## src/sv/esa_pkg.sv

```systemverilog
`timescale 1ns / 1ps

package esa_pkg;

	localparam int MAX_SLOTS   = 40;
	localparam int TABLE_DEPTH = MAX_SLOTS + 1;
	localparam int SLOT_W      = 7;
	localparam int IDX_W       = $clog2(TABLE_DEPTH);

	localparam logic [SLOT_W-1:0] FIRST_SLOT = SLOT_W'(2);
	localparam logic [SLOT_W-1:0] LAST_SLOT  = SLOT_W'(MAX_SLOTS);

	localparam logic [2:0] KIND_ALLOC    = 3'd0;
	localparam logic [2:0] KIND_FREE     = 3'd1;
	localparam logic [2:0] KIND_FREE_ALL = 3'd2;
	localparam logic [2:0] KIND_START    = 3'd3;
	localparam logic [2:0] KIND_STOP     = 3'd4;
	localparam logic [2:0] KIND_STOP_ALL = 3'd5;
	localparam logic [2:0] KIND_SET_EN   = 3'd6;

	localparam logic [1:0] STATUS_DONE   = 2'd0;
	localparam logic [1:0] STATUS_FULL   = 2'd1;
	localparam logic [1:0] STATUS_BAD_ID = 2'd2;

	localparam logic [1:0] FLAG_ALLOC = 2'b01;
	localparam logic [1:0] FLAG_PLAY  = 2'b10;

	localparam logic [3:0] OP_NONE     = 4'd0;
	localparam logic [3:0] OP_LATCH    = 4'd1;
	localparam logic [3:0] OP_GRANT    = 4'd2;
	localparam logic [3:0] OP_RD       = 4'd3;
	localparam logic [3:0] OP_SCAN_END = 4'd4;
	localparam logic [3:0] OP_INC      = 4'd5;
	localparam logic [3:0] OP_NAMED    = 4'd6;
	localparam logic [3:0] OP_CLR      = 4'd7;
	localparam logic [3:0] OP_STOP_ONE = 4'd8;
	localparam logic [3:0] OP_RES_FULL = 4'd9;
	localparam logic [3:0] OP_RES_BAD  = 4'd10;
	localparam logic [3:0] OP_PUBLISH  = 4'd11;

	typedef struct packed {
		logic [2:0]        kind;
		logic [SLOT_W-1:0] slot_id;
		logic              enable;
	} req_word_t;

	typedef struct packed {
		logic [SLOT_W-1:0] new_slot;
		logic [1:0]        status;
		logic [1:0]        slot_flags;
		logic              notify_device;
	} rsp_word_t;

	typedef struct packed {
		logic [3:0] op;
		logic       clr_dis;
	} esa_cmd_t;

	typedef struct packed {
		logic [2:0] kind;
		logic       id_ok;
		logic       full;
		logic       scan_end;
		logic       at_last;
		logic       slot_free;
		logic       out_busy;
	} esa_stat_t;

endpackage

```

## src/sv/esa_dp.sv

```systemverilog
`timescale 1ns / 1ps

module esa_dp (
	input  logic               clk,
	input  logic               arst_n,
	input  esa_pkg::req_word_t req,
	input  esa_pkg::esa_cmd_t  cmd,
	output esa_pkg::esa_stat_t stat,
	output logic               rsp_valid,
	input  logic               rsp_stall,
	output esa_pkg::rsp_word_t rsp
);

	logic [1:0] flag_mem [esa_pkg::TABLE_DEPTH];
	logic       dis_mem  [esa_pkg::TABLE_DEPTH];

	logic [2:0]                 kind_q;
	logic [esa_pkg::SLOT_W-1:0] id_q;
	logic                       enable_q;
	logic [esa_pkg::SLOT_W-1:0] ptr_q;
	logic [esa_pkg::SLOT_W-1:0] next_free_q;
	logic [1:0]                 rd_flags_q;
	logic                       rd_dis_q;
	esa_pkg::rsp_word_t         res_q;
	esa_pkg::rsp_word_t         rsp_q;
	logic                       rsp_valid_q;

	logic [esa_pkg::IDX_W-1:0]  addr;
	logic [1:0]                 named_flags;
	logic                       named_notify;
	logic [esa_pkg::SLOT_W-1:0] ptr_start;

	assign addr = ptr_q[esa_pkg::IDX_W-1:0];

	always_comb begin
		named_flags  = rd_flags_q;
		named_notify = 1'b0;
		unique case (kind_q)
			esa_pkg::KIND_FREE: begin
				named_flags = 2'b00;
			end
			esa_pkg::KIND_START: begin
				named_flags = rd_flags_q | esa_pkg::FLAG_PLAY;
			end
			esa_pkg::KIND_STOP: begin
				named_flags  = rd_flags_q & ~esa_pkg::FLAG_PLAY;
				named_notify = ~rd_dis_q;
			end
			esa_pkg::KIND_SET_EN: begin
				if (rd_flags_q[1]) begin
					named_flags  = rd_flags_q & ~esa_pkg::FLAG_PLAY;
					named_notify = enable_q;
				end
			end
			default: begin
				named_flags = rd_flags_q;
			end
		endcase
	end

	always_comb begin
		unique case (req.kind)
			esa_pkg::KIND_ALLOC: ptr_start = next_free_q + esa_pkg::SLOT_W'(1);
			esa_pkg::KIND_FREE,
			esa_pkg::KIND_START,
			esa_pkg::KIND_STOP,
			esa_pkg::KIND_SET_EN: ptr_start = req.slot_id;
			default: ptr_start = esa_pkg::FIRST_SLOT;
		endcase
	end

	assign stat.kind      = kind_q;
	assign stat.id_ok     = (id_q >= esa_pkg::FIRST_SLOT) && (id_q <= esa_pkg::LAST_SLOT);
	assign stat.full      = next_free_q >= esa_pkg::LAST_SLOT;
	assign stat.scan_end  = ptr_q >= esa_pkg::LAST_SLOT;
	assign stat.at_last   = ptr_q == esa_pkg::LAST_SLOT;
	assign stat.slot_free = rd_flags_q == 2'b00;
	assign stat.out_busy  = rsp_valid_q & rsp_stall;

	always_ff @(posedge clk) begin
		unique case (cmd.op)
			esa_pkg::OP_GRANT: begin
				flag_mem[next_free_q[esa_pkg::IDX_W-1:0]] <= esa_pkg::FLAG_ALLOC;
			end
			esa_pkg::OP_RD: begin
				rd_flags_q <= flag_mem[addr];
				rd_dis_q   <= dis_mem[addr];
			end
			esa_pkg::OP_NAMED: begin
				flag_mem[addr] <= named_flags;
				if (kind_q == esa_pkg::KIND_SET_EN) begin
					dis_mem[addr] <= ~enable_q;
				end
			end
			esa_pkg::OP_CLR: begin
				flag_mem[addr] <= 2'b00;
				if (cmd.clr_dis) begin
					dis_mem[addr] <= 1'b0;
				end
			end
			esa_pkg::OP_STOP_ONE: begin
				flag_mem[addr] <= rd_flags_q & ~esa_pkg::FLAG_PLAY;
			end
			default: begin
			end
		endcase
	end

	always_ff @(posedge clk) begin
		unique case (cmd.op)
			esa_pkg::OP_LATCH: begin
				kind_q   <= req.kind;
				id_q     <= req.slot_id;
				enable_q <= req.enable;
				res_q    <= '0;
			end
			esa_pkg::OP_GRANT: begin
				res_q.new_slot   <= next_free_q;
				res_q.slot_flags <= esa_pkg::FLAG_ALLOC;
			end
			esa_pkg::OP_NAMED: begin
				res_q.slot_flags    <= named_flags;
				res_q.notify_device <= named_notify;
			end
			esa_pkg::OP_STOP_ONE: begin
				res_q.notify_device <= res_q.notify_device | ~rd_dis_q;
			end
			esa_pkg::OP_RES_FULL: begin
				res_q.status <= esa_pkg::STATUS_FULL;
			end
			esa_pkg::OP_RES_BAD: begin
				res_q.status <= esa_pkg::STATUS_BAD_ID;
			end
			esa_pkg::OP_PUBLISH: begin
				rsp_q <= res_q;
			end
			default: begin
			end
		endcase
	end

	always_ff @(posedge clk or negedge arst_n) begin
		if (!arst_n) begin
			ptr_q       <= esa_pkg::FIRST_SLOT;
			next_free_q <= esa_pkg::FIRST_SLOT;
			rsp_valid_q <= 1'b0;
		end else begin
			unique case (cmd.op)
				esa_pkg::OP_LATCH: begin
					ptr_q <= ptr_start;
				end
				esa_pkg::OP_SCAN_END: begin
					next_free_q <= ptr_q;
				end
				esa_pkg::OP_INC,
				esa_pkg::OP_STOP_ONE: begin
					ptr_q <= ptr_q + esa_pkg::SLOT_W'(1);
				end
				esa_pkg::OP_CLR: begin
					ptr_q       <= ptr_q + esa_pkg::SLOT_W'(1);
					next_free_q <= esa_pkg::FIRST_SLOT;
				end
				esa_pkg::OP_NAMED: begin
					if (kind_q == esa_pkg::KIND_FREE && id_q < next_free_q) begin
						next_free_q <= id_q;
					end
				end
				default: begin
				end
			endcase

			if (cmd.op == esa_pkg::OP_PUBLISH) begin
				rsp_valid_q <= 1'b1;
			end else if (!rsp_stall) begin
				rsp_valid_q <= 1'b0;
			end
		end
	end

	assign rsp_valid = rsp_valid_q;
	assign rsp       = rsp_q;

endmodule

```

## src/sv/esa_ctrl.sv

```systemverilog
`timescale 1ns / 1ps

module esa_ctrl (
	input  logic               clk,
	input  logic               arst_n,
	input  logic               req_valid,
	output logic               req_stall,
	input  esa_pkg::esa_stat_t stat,
	output esa_pkg::esa_cmd_t  cmd
);

	localparam logic [3:0] S_CLEAR    = 4'd0;
	localparam logic [3:0] S_IDLE     = 4'd1;
	localparam logic [3:0] S_DISPATCH = 4'd2;
	localparam logic [3:0] S_SCAN_RD  = 4'd3;
	localparam logic [3:0] S_SCAN_CHK = 4'd4;
	localparam logic [3:0] S_NAMED_RD = 4'd5;
	localparam logic [3:0] S_NAMED_EX = 4'd6;
	localparam logic [3:0] S_FREE_ALL = 4'd7;
	localparam logic [3:0] S_SA_RD    = 4'd8;
	localparam logic [3:0] S_SA_WR    = 4'd9;
	localparam logic [3:0] S_DONE     = 4'd10;

	logic [3:0] state_q;
	logic [3:0] state_d;

	always_comb begin
		state_d     = state_q;
		cmd.op      = esa_pkg::OP_NONE;
		cmd.clr_dis = 1'b0;
		unique case (state_q)
			S_CLEAR: begin
				cmd.op      = esa_pkg::OP_CLR;
				cmd.clr_dis = 1'b1;
				if (stat.at_last) begin
					state_d = S_IDLE;
				end
			end
			S_IDLE: begin
				if (req_valid) begin
					cmd.op  = esa_pkg::OP_LATCH;
					state_d = S_DISPATCH;
				end
			end
			S_DISPATCH: begin
				unique case (stat.kind)
					esa_pkg::KIND_ALLOC: begin
						if (stat.full) begin
							cmd.op  = esa_pkg::OP_RES_FULL;
							state_d = S_DONE;
						end else begin
							cmd.op  = esa_pkg::OP_GRANT;
							state_d = S_SCAN_RD;
						end
					end
					esa_pkg::KIND_FREE_ALL: begin
						state_d = S_FREE_ALL;
					end
					esa_pkg::KIND_STOP_ALL: begin
						state_d = S_SA_RD;
					end
					esa_pkg::KIND_FREE,
					esa_pkg::KIND_START,
					esa_pkg::KIND_STOP,
					esa_pkg::KIND_SET_EN: begin
						if (stat.id_ok) begin
							state_d = S_NAMED_RD;
						end else begin
							cmd.op  = esa_pkg::OP_RES_BAD;
							state_d = S_DONE;
						end
					end
					default: begin
						state_d = S_DONE;
					end
				endcase
			end
			S_SCAN_RD: begin
				if (stat.scan_end) begin
					cmd.op  = esa_pkg::OP_SCAN_END;
					state_d = S_DONE;
				end else begin
					cmd.op  = esa_pkg::OP_RD;
					state_d = S_SCAN_CHK;
				end
			end
			S_SCAN_CHK: begin
				if (stat.slot_free) begin
					cmd.op  = esa_pkg::OP_SCAN_END;
					state_d = S_DONE;
				end else begin
					cmd.op  = esa_pkg::OP_INC;
					state_d = S_SCAN_RD;
				end
			end
			S_NAMED_RD: begin
				cmd.op  = esa_pkg::OP_RD;
				state_d = S_NAMED_EX;
			end
			S_NAMED_EX: begin
				cmd.op  = esa_pkg::OP_NAMED;
				state_d = S_DONE;
			end
			S_FREE_ALL: begin
				cmd.op = esa_pkg::OP_CLR;
				if (stat.at_last) begin
					state_d = S_DONE;
				end
			end
			S_SA_RD: begin
				cmd.op  = esa_pkg::OP_RD;
				state_d = S_SA_WR;
			end
			S_SA_WR: begin
				cmd.op = esa_pkg::OP_STOP_ONE;
				state_d = stat.at_last ? S_DONE : S_SA_RD;
			end
			S_DONE: begin
				if (!stat.out_busy) begin
					cmd.op  = esa_pkg::OP_PUBLISH;
					state_d = S_IDLE;
				end
			end
			default: begin
				state_d = S_IDLE;
			end
		endcase
	end

	always_ff @(posedge clk or negedge arst_n) begin
		if (!arst_n) begin
			state_q <= S_CLEAR;
		end else begin
			state_q <= state_d;
		end
	end

	assign req_stall = state_q != S_IDLE;

endmodule

```

## src/sv/effect_slot_allocator_core.sv

```systemverilog
`timescale 1ns / 1ps
// One word is taken at a time; the next is accepted once the current result is registered.
// Named commands read their slot and write it back; free-all and stop-all sweep every slot.
// Allocate on a full table reports full; otherwise it grants the next free slot and scans forward
// from it past occupied slots until it finds a free one or reaches LAST_SLOT.
// The slot table is single-port, so a sweep that updates entries reads and writes each in separate states.
// After reset a clearing pass zeroes slots FIRST_SLOT to LAST_SLOT before the first word is taken.

module effect_slot_allocator_core (
	input  logic               clk,
	input  logic               arst_n,
	input  logic               req_valid,
	output logic               req_stall,
	input  esa_pkg::req_word_t req,
	output logic               rsp_valid,
	input  logic               rsp_stall,
	output esa_pkg::rsp_word_t rsp
);

	esa_pkg::esa_cmd_t  cmd;
	esa_pkg::esa_stat_t stat;

	esa_ctrl u_ctrl (
		.clk       (clk),
		.arst_n    (arst_n),
		.req_valid (req_valid),
		.req_stall (req_stall),
		.stat      (stat),
		.cmd       (cmd)
	);

	esa_dp u_dp (
		.clk       (clk),
		.arst_n    (arst_n),
		.req       (req),
		.cmd       (cmd),
		.stat      (stat),
		.rsp_valid (rsp_valid),
		.rsp_stall (rsp_stall),
		.rsp       (rsp)
	);

endmodule

```

## config.mk

```make
export PLATFORM = sky130hd
export DESIGN_NAME = effect_slot_allocator_core
export DESIGN_NICKNAME = d
export VERILOG_FILES = /design/src/sv/esa_pkg.sv /design/src/sv/esa_dp.sv /design/src/sv/esa_ctrl.sv /design/src/sv/effect_slot_allocator_core.sv
export SDC_FILE = /design/constraint.sdc
export NUM_CORES = 1
export LEC_CHECK = 0
export ABC_AREA = 1
export ABC_CLOCK_PERIOD_IN_PS = 4460
export BUFFER_PORTS_ARGS = -buffer_cell sky130_fd_sc_hd__buf_2
export CAP_MARGIN = 40
export CORE_MARGIN = 8
export CORE_UTILIZATION = 35
export DETAILED_ROUTE_END_ITERATION = 6
export PLACE_DENSITY = 0.51
export SYNTH_ARGS = -nofsm -noshare
export SYNTH_HDL_FRONTEND = slang
export SYNTH_HIERARCHICAL = 1
export SYNTH_SLANG_ARGS = --single-unit
```

## constraint.sdc

```tcl
create_clock -name clk -period 4.46 [get_ports clk]
set_input_delay 0 -clock clk [delete_from_list [all_inputs] [get_ports clk]]
set_output_delay 0 -clock clk [all_outputs]
set_load 0.02 [all_outputs]
```

# After elaboration in Yosys (flattened, before gate mapping)
# Memory sizes are Yosys's and may differ from the RTL's. A register that Yosys moved wholly into a read port is not among the register bits.
# Index checks and enable logic that the tools add are counted.
# word_totals
register_bits,54
mem_bits_rw,123
output_inout_bits,14
elab_cells,144
mem_count,2
# op_classes
n_addsub,2
magnitude_cmp,5
eq_ne,39
mux,53
bitwise_logic,7
reduce_logical,21
# memory_table
memory,words,word_bits,read_ports,rd_ports_with_merged_regs,write_ports,line_no,source
u_dp.flag_mem,41,2,1,1,1,esa_dp.sv:14,logic [1:0] flag_mem [esa_pkg::TABLE_DEPTH];
u_dp.dis_mem,41,1,1,1,1,esa_dp.sv:15,logic dis_mem [esa_pkg::TABLE_DEPTH];
# ops
operator,count
$mux W4,11
$pmux W4 S11,1
$pmux W7 S2,3
$pmux W4 S9,1
$eq A4 B3 Y1 const B,8
$eq A4 B4 Y1 const B,7
$mux W1,22
$pmux W7 S3,1
$pmux W2 S3,3
$eq A4 B2 Y1 const B,4
$pmux W4 S4,1
$eq A3 B3 Y1 const B,5
$add A7 B1 Y7 const B,2
$ge A7 B6 Y1 const B,2
$reduce_bool A3 Y1,4
$eq A3 B2 Y1 const B,3
$eq A4 B1 Y1 const B,2
$mux W2,4
$ne A2 B1 Y1 const B,4
$pmux W4 S2,1
$reduce_or A2 Y1,4
$reduce_or A4 Y1,2
$eq A7 B6 Y1 const B,1
$ge A7 B2 Y1 const B,1
21 further kinds,30

# Longest topological paths before layout
# depth
ltp_word,12
depth_mapped,18
depth_no_buf,16

# Modules after synthesis
# The synthesis kept the hierarchy.
# by_module_without_submodules
mod,instances,cells_per_inst,area_per_inst_um2,seq_area_each_um2
esa_dp,1,929,8406.8,5212.5
esa_ctrl,1,106,600.6,100.1

# Worst setup path before layout
# Ideal clock, no wire load.
# synth_timing
path_kind,register -> register
start,register u_dp/id_q[4] in the netlist's numbering
end,memory u_dp.flag_mem[0][1] (data pin)
setup_ps,511
arrival_ps,3587
t_required_ps,3949
setup_slack_ps,362
path_stages_with_launch,12
n_path_buf,0
period_less_slack_ps,4098
path_cell_list,edfxtp_1 -> inv_1 -> nand2_1 -> a311oi_1 -> nor2_1 -> a21oi_1 -> nand3_1 -> nor2_2 -> inv_1 -> nor2_2 -> clkinv_1 -> nor3_1
# synth_rtl
item,line_no,source
start: declaration,esa_dp.sv:18,logic [esa_pkg::SLOT_W-1:0] id_q;
start signal: assignment,esa_dp.sv:113,id_q <= req.slot_id;
end: declaration,esa_dp.sv:14,

==> results.sh <==
export IMPL_status="finished clean"
export IMPL_fin_ws_ns=1.04
export IMPL_antenna_left=0
export IMPL_worstPathCellList="clkinv_1 > o21ai_0 > nor2_1 > a21oi_1 > nand3_1 > nor2_1 > nand3_2 > nand2_4 > nand2_1 > o21ai_1 > nand2_1 > nor2_1 > nand2_2 > nor2_1"
export IMPL_critPathKind="reg -> reg"
export IMPL_final_hold_viol_count=0
export IMPL_grt_max_degree=60
export IMPL_synth_edff_count=161
export IMPL_p_int_mw=2.56
export IMPL_utilization_pct=40.5
export IMPL_cts_made_buffers=17
export IMPL_pwr_density_cell_mw_per_mm2=322
export IMPL_clkPwrFrac_pct=44.2
export IMPL_reg2reg_from="u_dp/ptr_q[5]"
export IMPL_post_cts_buffers=0
export IMPL_synth_seq_area_share_pct=59.0
export IMPL_combPwrFrac_pct=0.8
export IMPL_cts_buffer_depth=2
export IMPL_final_nets=1105
export IMPL_cts_htree_levels=4
export IMPL_seqPwrFrac_pct=55.0
export IMPL_port_buffer_count=28
export IMPL_top_layer="met4"
export IMPL_grt_total_usage_pct=15.1
export IMPL_p_leak_nw=4.04
export IMPL_yosysUniqueCellTypes=42
export IMPL_power_net_switching_mw=0.728
export IMPL_maxCapViolCount=0
export IMPL_grt_pass1_vias=6623
export IMPL_diodes=0
export IMPL_dp_hpwl_um=15700
export IMPL_clock_sinks=180
export IMPL_crit_top_cell="nor2_1"
export IMPL_async_flop_share_pct=10.6
export IMPL_synth_top_area_share_pct=53.7
export IMPL_start_util_pct=35.7
export IMPL_antenna_found_initial=0
export IMPL_rr_worst_depth=14
export IMPL_cp_required_ns=4.59
export IMPL_cts_tree="yes"
export IMPL_area_growth_pct=13.7
export IMPL_tightest_slew_ns=0.689
export IMPL_hp_class="in -> async"
export IMPL_dr_wl_met3_um=949
export IMPL_num_vias=6957
export IMPL_synth_top_cells_by_area="edfxtp_1 (54%), nand2_1 (18%), nor2_1 (5.7%)"
export IMPL_wl_um=22900
export IMPL_path_buf_inv=1
export IMPL_reg2reg_to="u_dp/flag_mem[6][0]"
export IMPL_timing_hold_ws_ns=0.0590
export IMPL_ir_worst_vdd_mv=0.175
export IMPL_die_w_um=176
export IMPL_via_per_inst=4.89
export IMPL_synth_top_flop_cell="edfxtp_1"
export IMPL_drt_iter0_drc=661
export IMPL_path_delay_family="simple AND/OR/NAND/NOR gates"
export IMPL_wl_per_cell_um=16.1
export IMPL_synth_nets=1061
export IMPL_drive_gt1_share_pct=10.3
export IMPL_ys_ff_latch=180
export IMPL_yosys_area_top_type="edfxtp_1"
export IMPL_slowest_stage="dfrtp_1"
export IMPL_drtPass1Iterations=6
export IMPL_slew_violations=0
export IMPL_clock_fmax_mhz=293
export IMPL_slew_headroom_pct=54.1
export IMPL_worstSetupPathDepth=14
export IMPL_cp_slowest_stage_delay_ns=0.48
export IMPL_insertion_delay_ns=0.44
export IMPL_wl_met2_um=10900
export IMPL_rsz0062_at_grt="no"
export IMPL_crit_fanout=14
export IMPL_r2r_slack_ns=1.04
export IMPL_ios=29
export IMPL_worstPathArrival_ns=3.55
export IMPL_drt_met1_wl_um=10800
export IMPL_num_rows=58
export IMPL_fin_crit_sh_pct=76.6
export IMPL_core_area_mm2=0.0253
export IMPL_grt_pass1_wl_um=36500
export IMPL_clk_pin_slew_ns=0.08
export IMPL_synth_area_mm2=0.00901
export IMPL_drc=0
export IMPL_ys_warn_count=6
export IMPL_clock_skew_final_ns=0.0110
export IMPL_start_kind="flip-flop"
export IMPL_switching_share_pct=22.1
export IMPL_gp_routability_congestion=0.863
export IMPL_grt_remaining_overflow=0
export IMPL_syn_inst=1035
export IMPL_pre_cts_ws_ns=1.04
export IMPL_final_setup_viol_count=0
export IMPL_die_area_mm2=0.0311
export IMPL_period_needed_ns=3.42
export IMPL_die_h_um=176
export IMPL_critPathCaptureType="flip-flop"
export IMPL_tns_ns=0
export IMPL_syn_mean_instance_area_um2=8.70
export IMPL_cts_root_buf="clkbuf_16"
[through the flow]
step | power [mW] | area [um2] | cells
floorplan | 1.85 | 9010 | 1035
global placement | 1.87 | 9500 | 1374
detailed placement | 1.87 | 9540 | 1376
CTS | 3.33 | 10200 | 1422
global route | 3.40 | 10200 | 1422
finish | 3.29 | 10200 | 1422
[what timing repair did]
item / 4_1_cts / 5_1_grt
resized for setup: 0 / 0
endpoints found under the hold margin: 39 / 0
endpoints found under the setup margin: 0 / 0
hold buffers: 14 / 0
[layout make-up]
| class | count | area, um2 |
|---|---|---|
| clock buffers | 17 | 425 |
| clock inverters | 15 | 136 |
| flip-flops and latches | 180 | 5310 |
| repair buffers | 56 | 405 |
| fillers | 2574 | 15000 |
| multi-input cells | 747 | 3260 |
| well taps | 330 | 413 |
| inverters | 77 | 289 |
[logic make-up (layout without fill, tap and decap cells)]
group           Yosys count  after routing  share of synthesized area, %
fa+ha+maj                11             11                          1.53
flops                   180            180                          59.0
compound gates           62             62                          4.01
simple gates            674            674                          30.6
buf+inv                 108            165                          4.92
[synthesized netlist by cell type, types with 2 or more instances]
cell type,number
nor2_4,2
clkbuf_1,15
a21oi_1,17
nor2_1,136
nor2_2,8
nor4_1,2
clkinv_1,5
nand3_1,63
o22ai_1,6
o21ai_0,24
a211oi_1,2
nand2_2,6
nand4_1,4
dfrtp_1,17
nor3_1,15
nand2_4,2
nand2_1,426
edfxtp_1,161
inv_2,8
nand3b_1,2
dfstp_2,2
inv_1,64
buf_2,11
o21ai_2,5
nand3_2,3
buf_6,3
ha_1,11
[power groups by stage]
stage	registers [mW]	clock network, mW	logic, mW
6_report	1.81	1.46	0.0269
5_1_grt	1.81	1.56	0.0302
4_1_cts	1.81	1.49	0.0276
3_5_place_dp	1.85	0	0.0181
3_3_place_gp	1.85	0	0.0183
2_1_floorplan	1.85	0	0.00421
[flip-flops by register name, indices dropped and copies added (netlist names), 2 cells and up]
name	cells
u_dp/flag_mem	82
u_dp/res_q	12
u_dp/next_free_q	7
u_dp/rd_flags_q	2
u_dp/dis_mem	41
u_ctrl/state_q	4
u_dp/id_q	7
u_dp/kind_q	3
u_dp/rsp	12
u_dp/ptr_q	7
[cell usage in the layout, fill, tap and decap left out, drive strengths merged, types with 2 or more instances in the layout]
cell           n
a211oi         2
a21oi         17
buf           42
clkbuf        17
clkinv        10
dfrtp         17
dfstp          2
dlygate4sd3   14
edfxtp       161
ha            11
inv           81
nand2        434
nand3         66
nand3b         2
nand4          5
nor2         146
nor3          15
nor4           2
o21ai         30
o22ai          6
[routing by layer]
layer,vias up,global-route usage (%)
li1,3481,-
met1,3316,20.0
met2,137,24.9
met3,23,2.95
met4,0,3.92
met5,-,0
[worst max-delay path by stage]
stage             startpoint                    to  slack (ns)
2_1_floorplan   u_dp/id_q[4]   u_dp/flag_mem[0][1]        0.36
3_3_place_gp    u_dp/id_q[1]  u_dp/flag_mem[19][0]        1.12
3_5_place_dp   u_dp/ptr_q[5]  u_dp/flag_mem[29][0]        1.04
4_1_cts        u_dp/ptr_q[5]   u_dp/flag_mem[7][1]        1.03
5_1_grt        u_dp/ptr_q[5]   u_dp/flag_mem[6][0]        0.63
6_report       u_dp/ptr_q[5]   u_dp/flag_mem[6][0]        1.04
No activity file was read; power rests on OpenSTA's default activity.
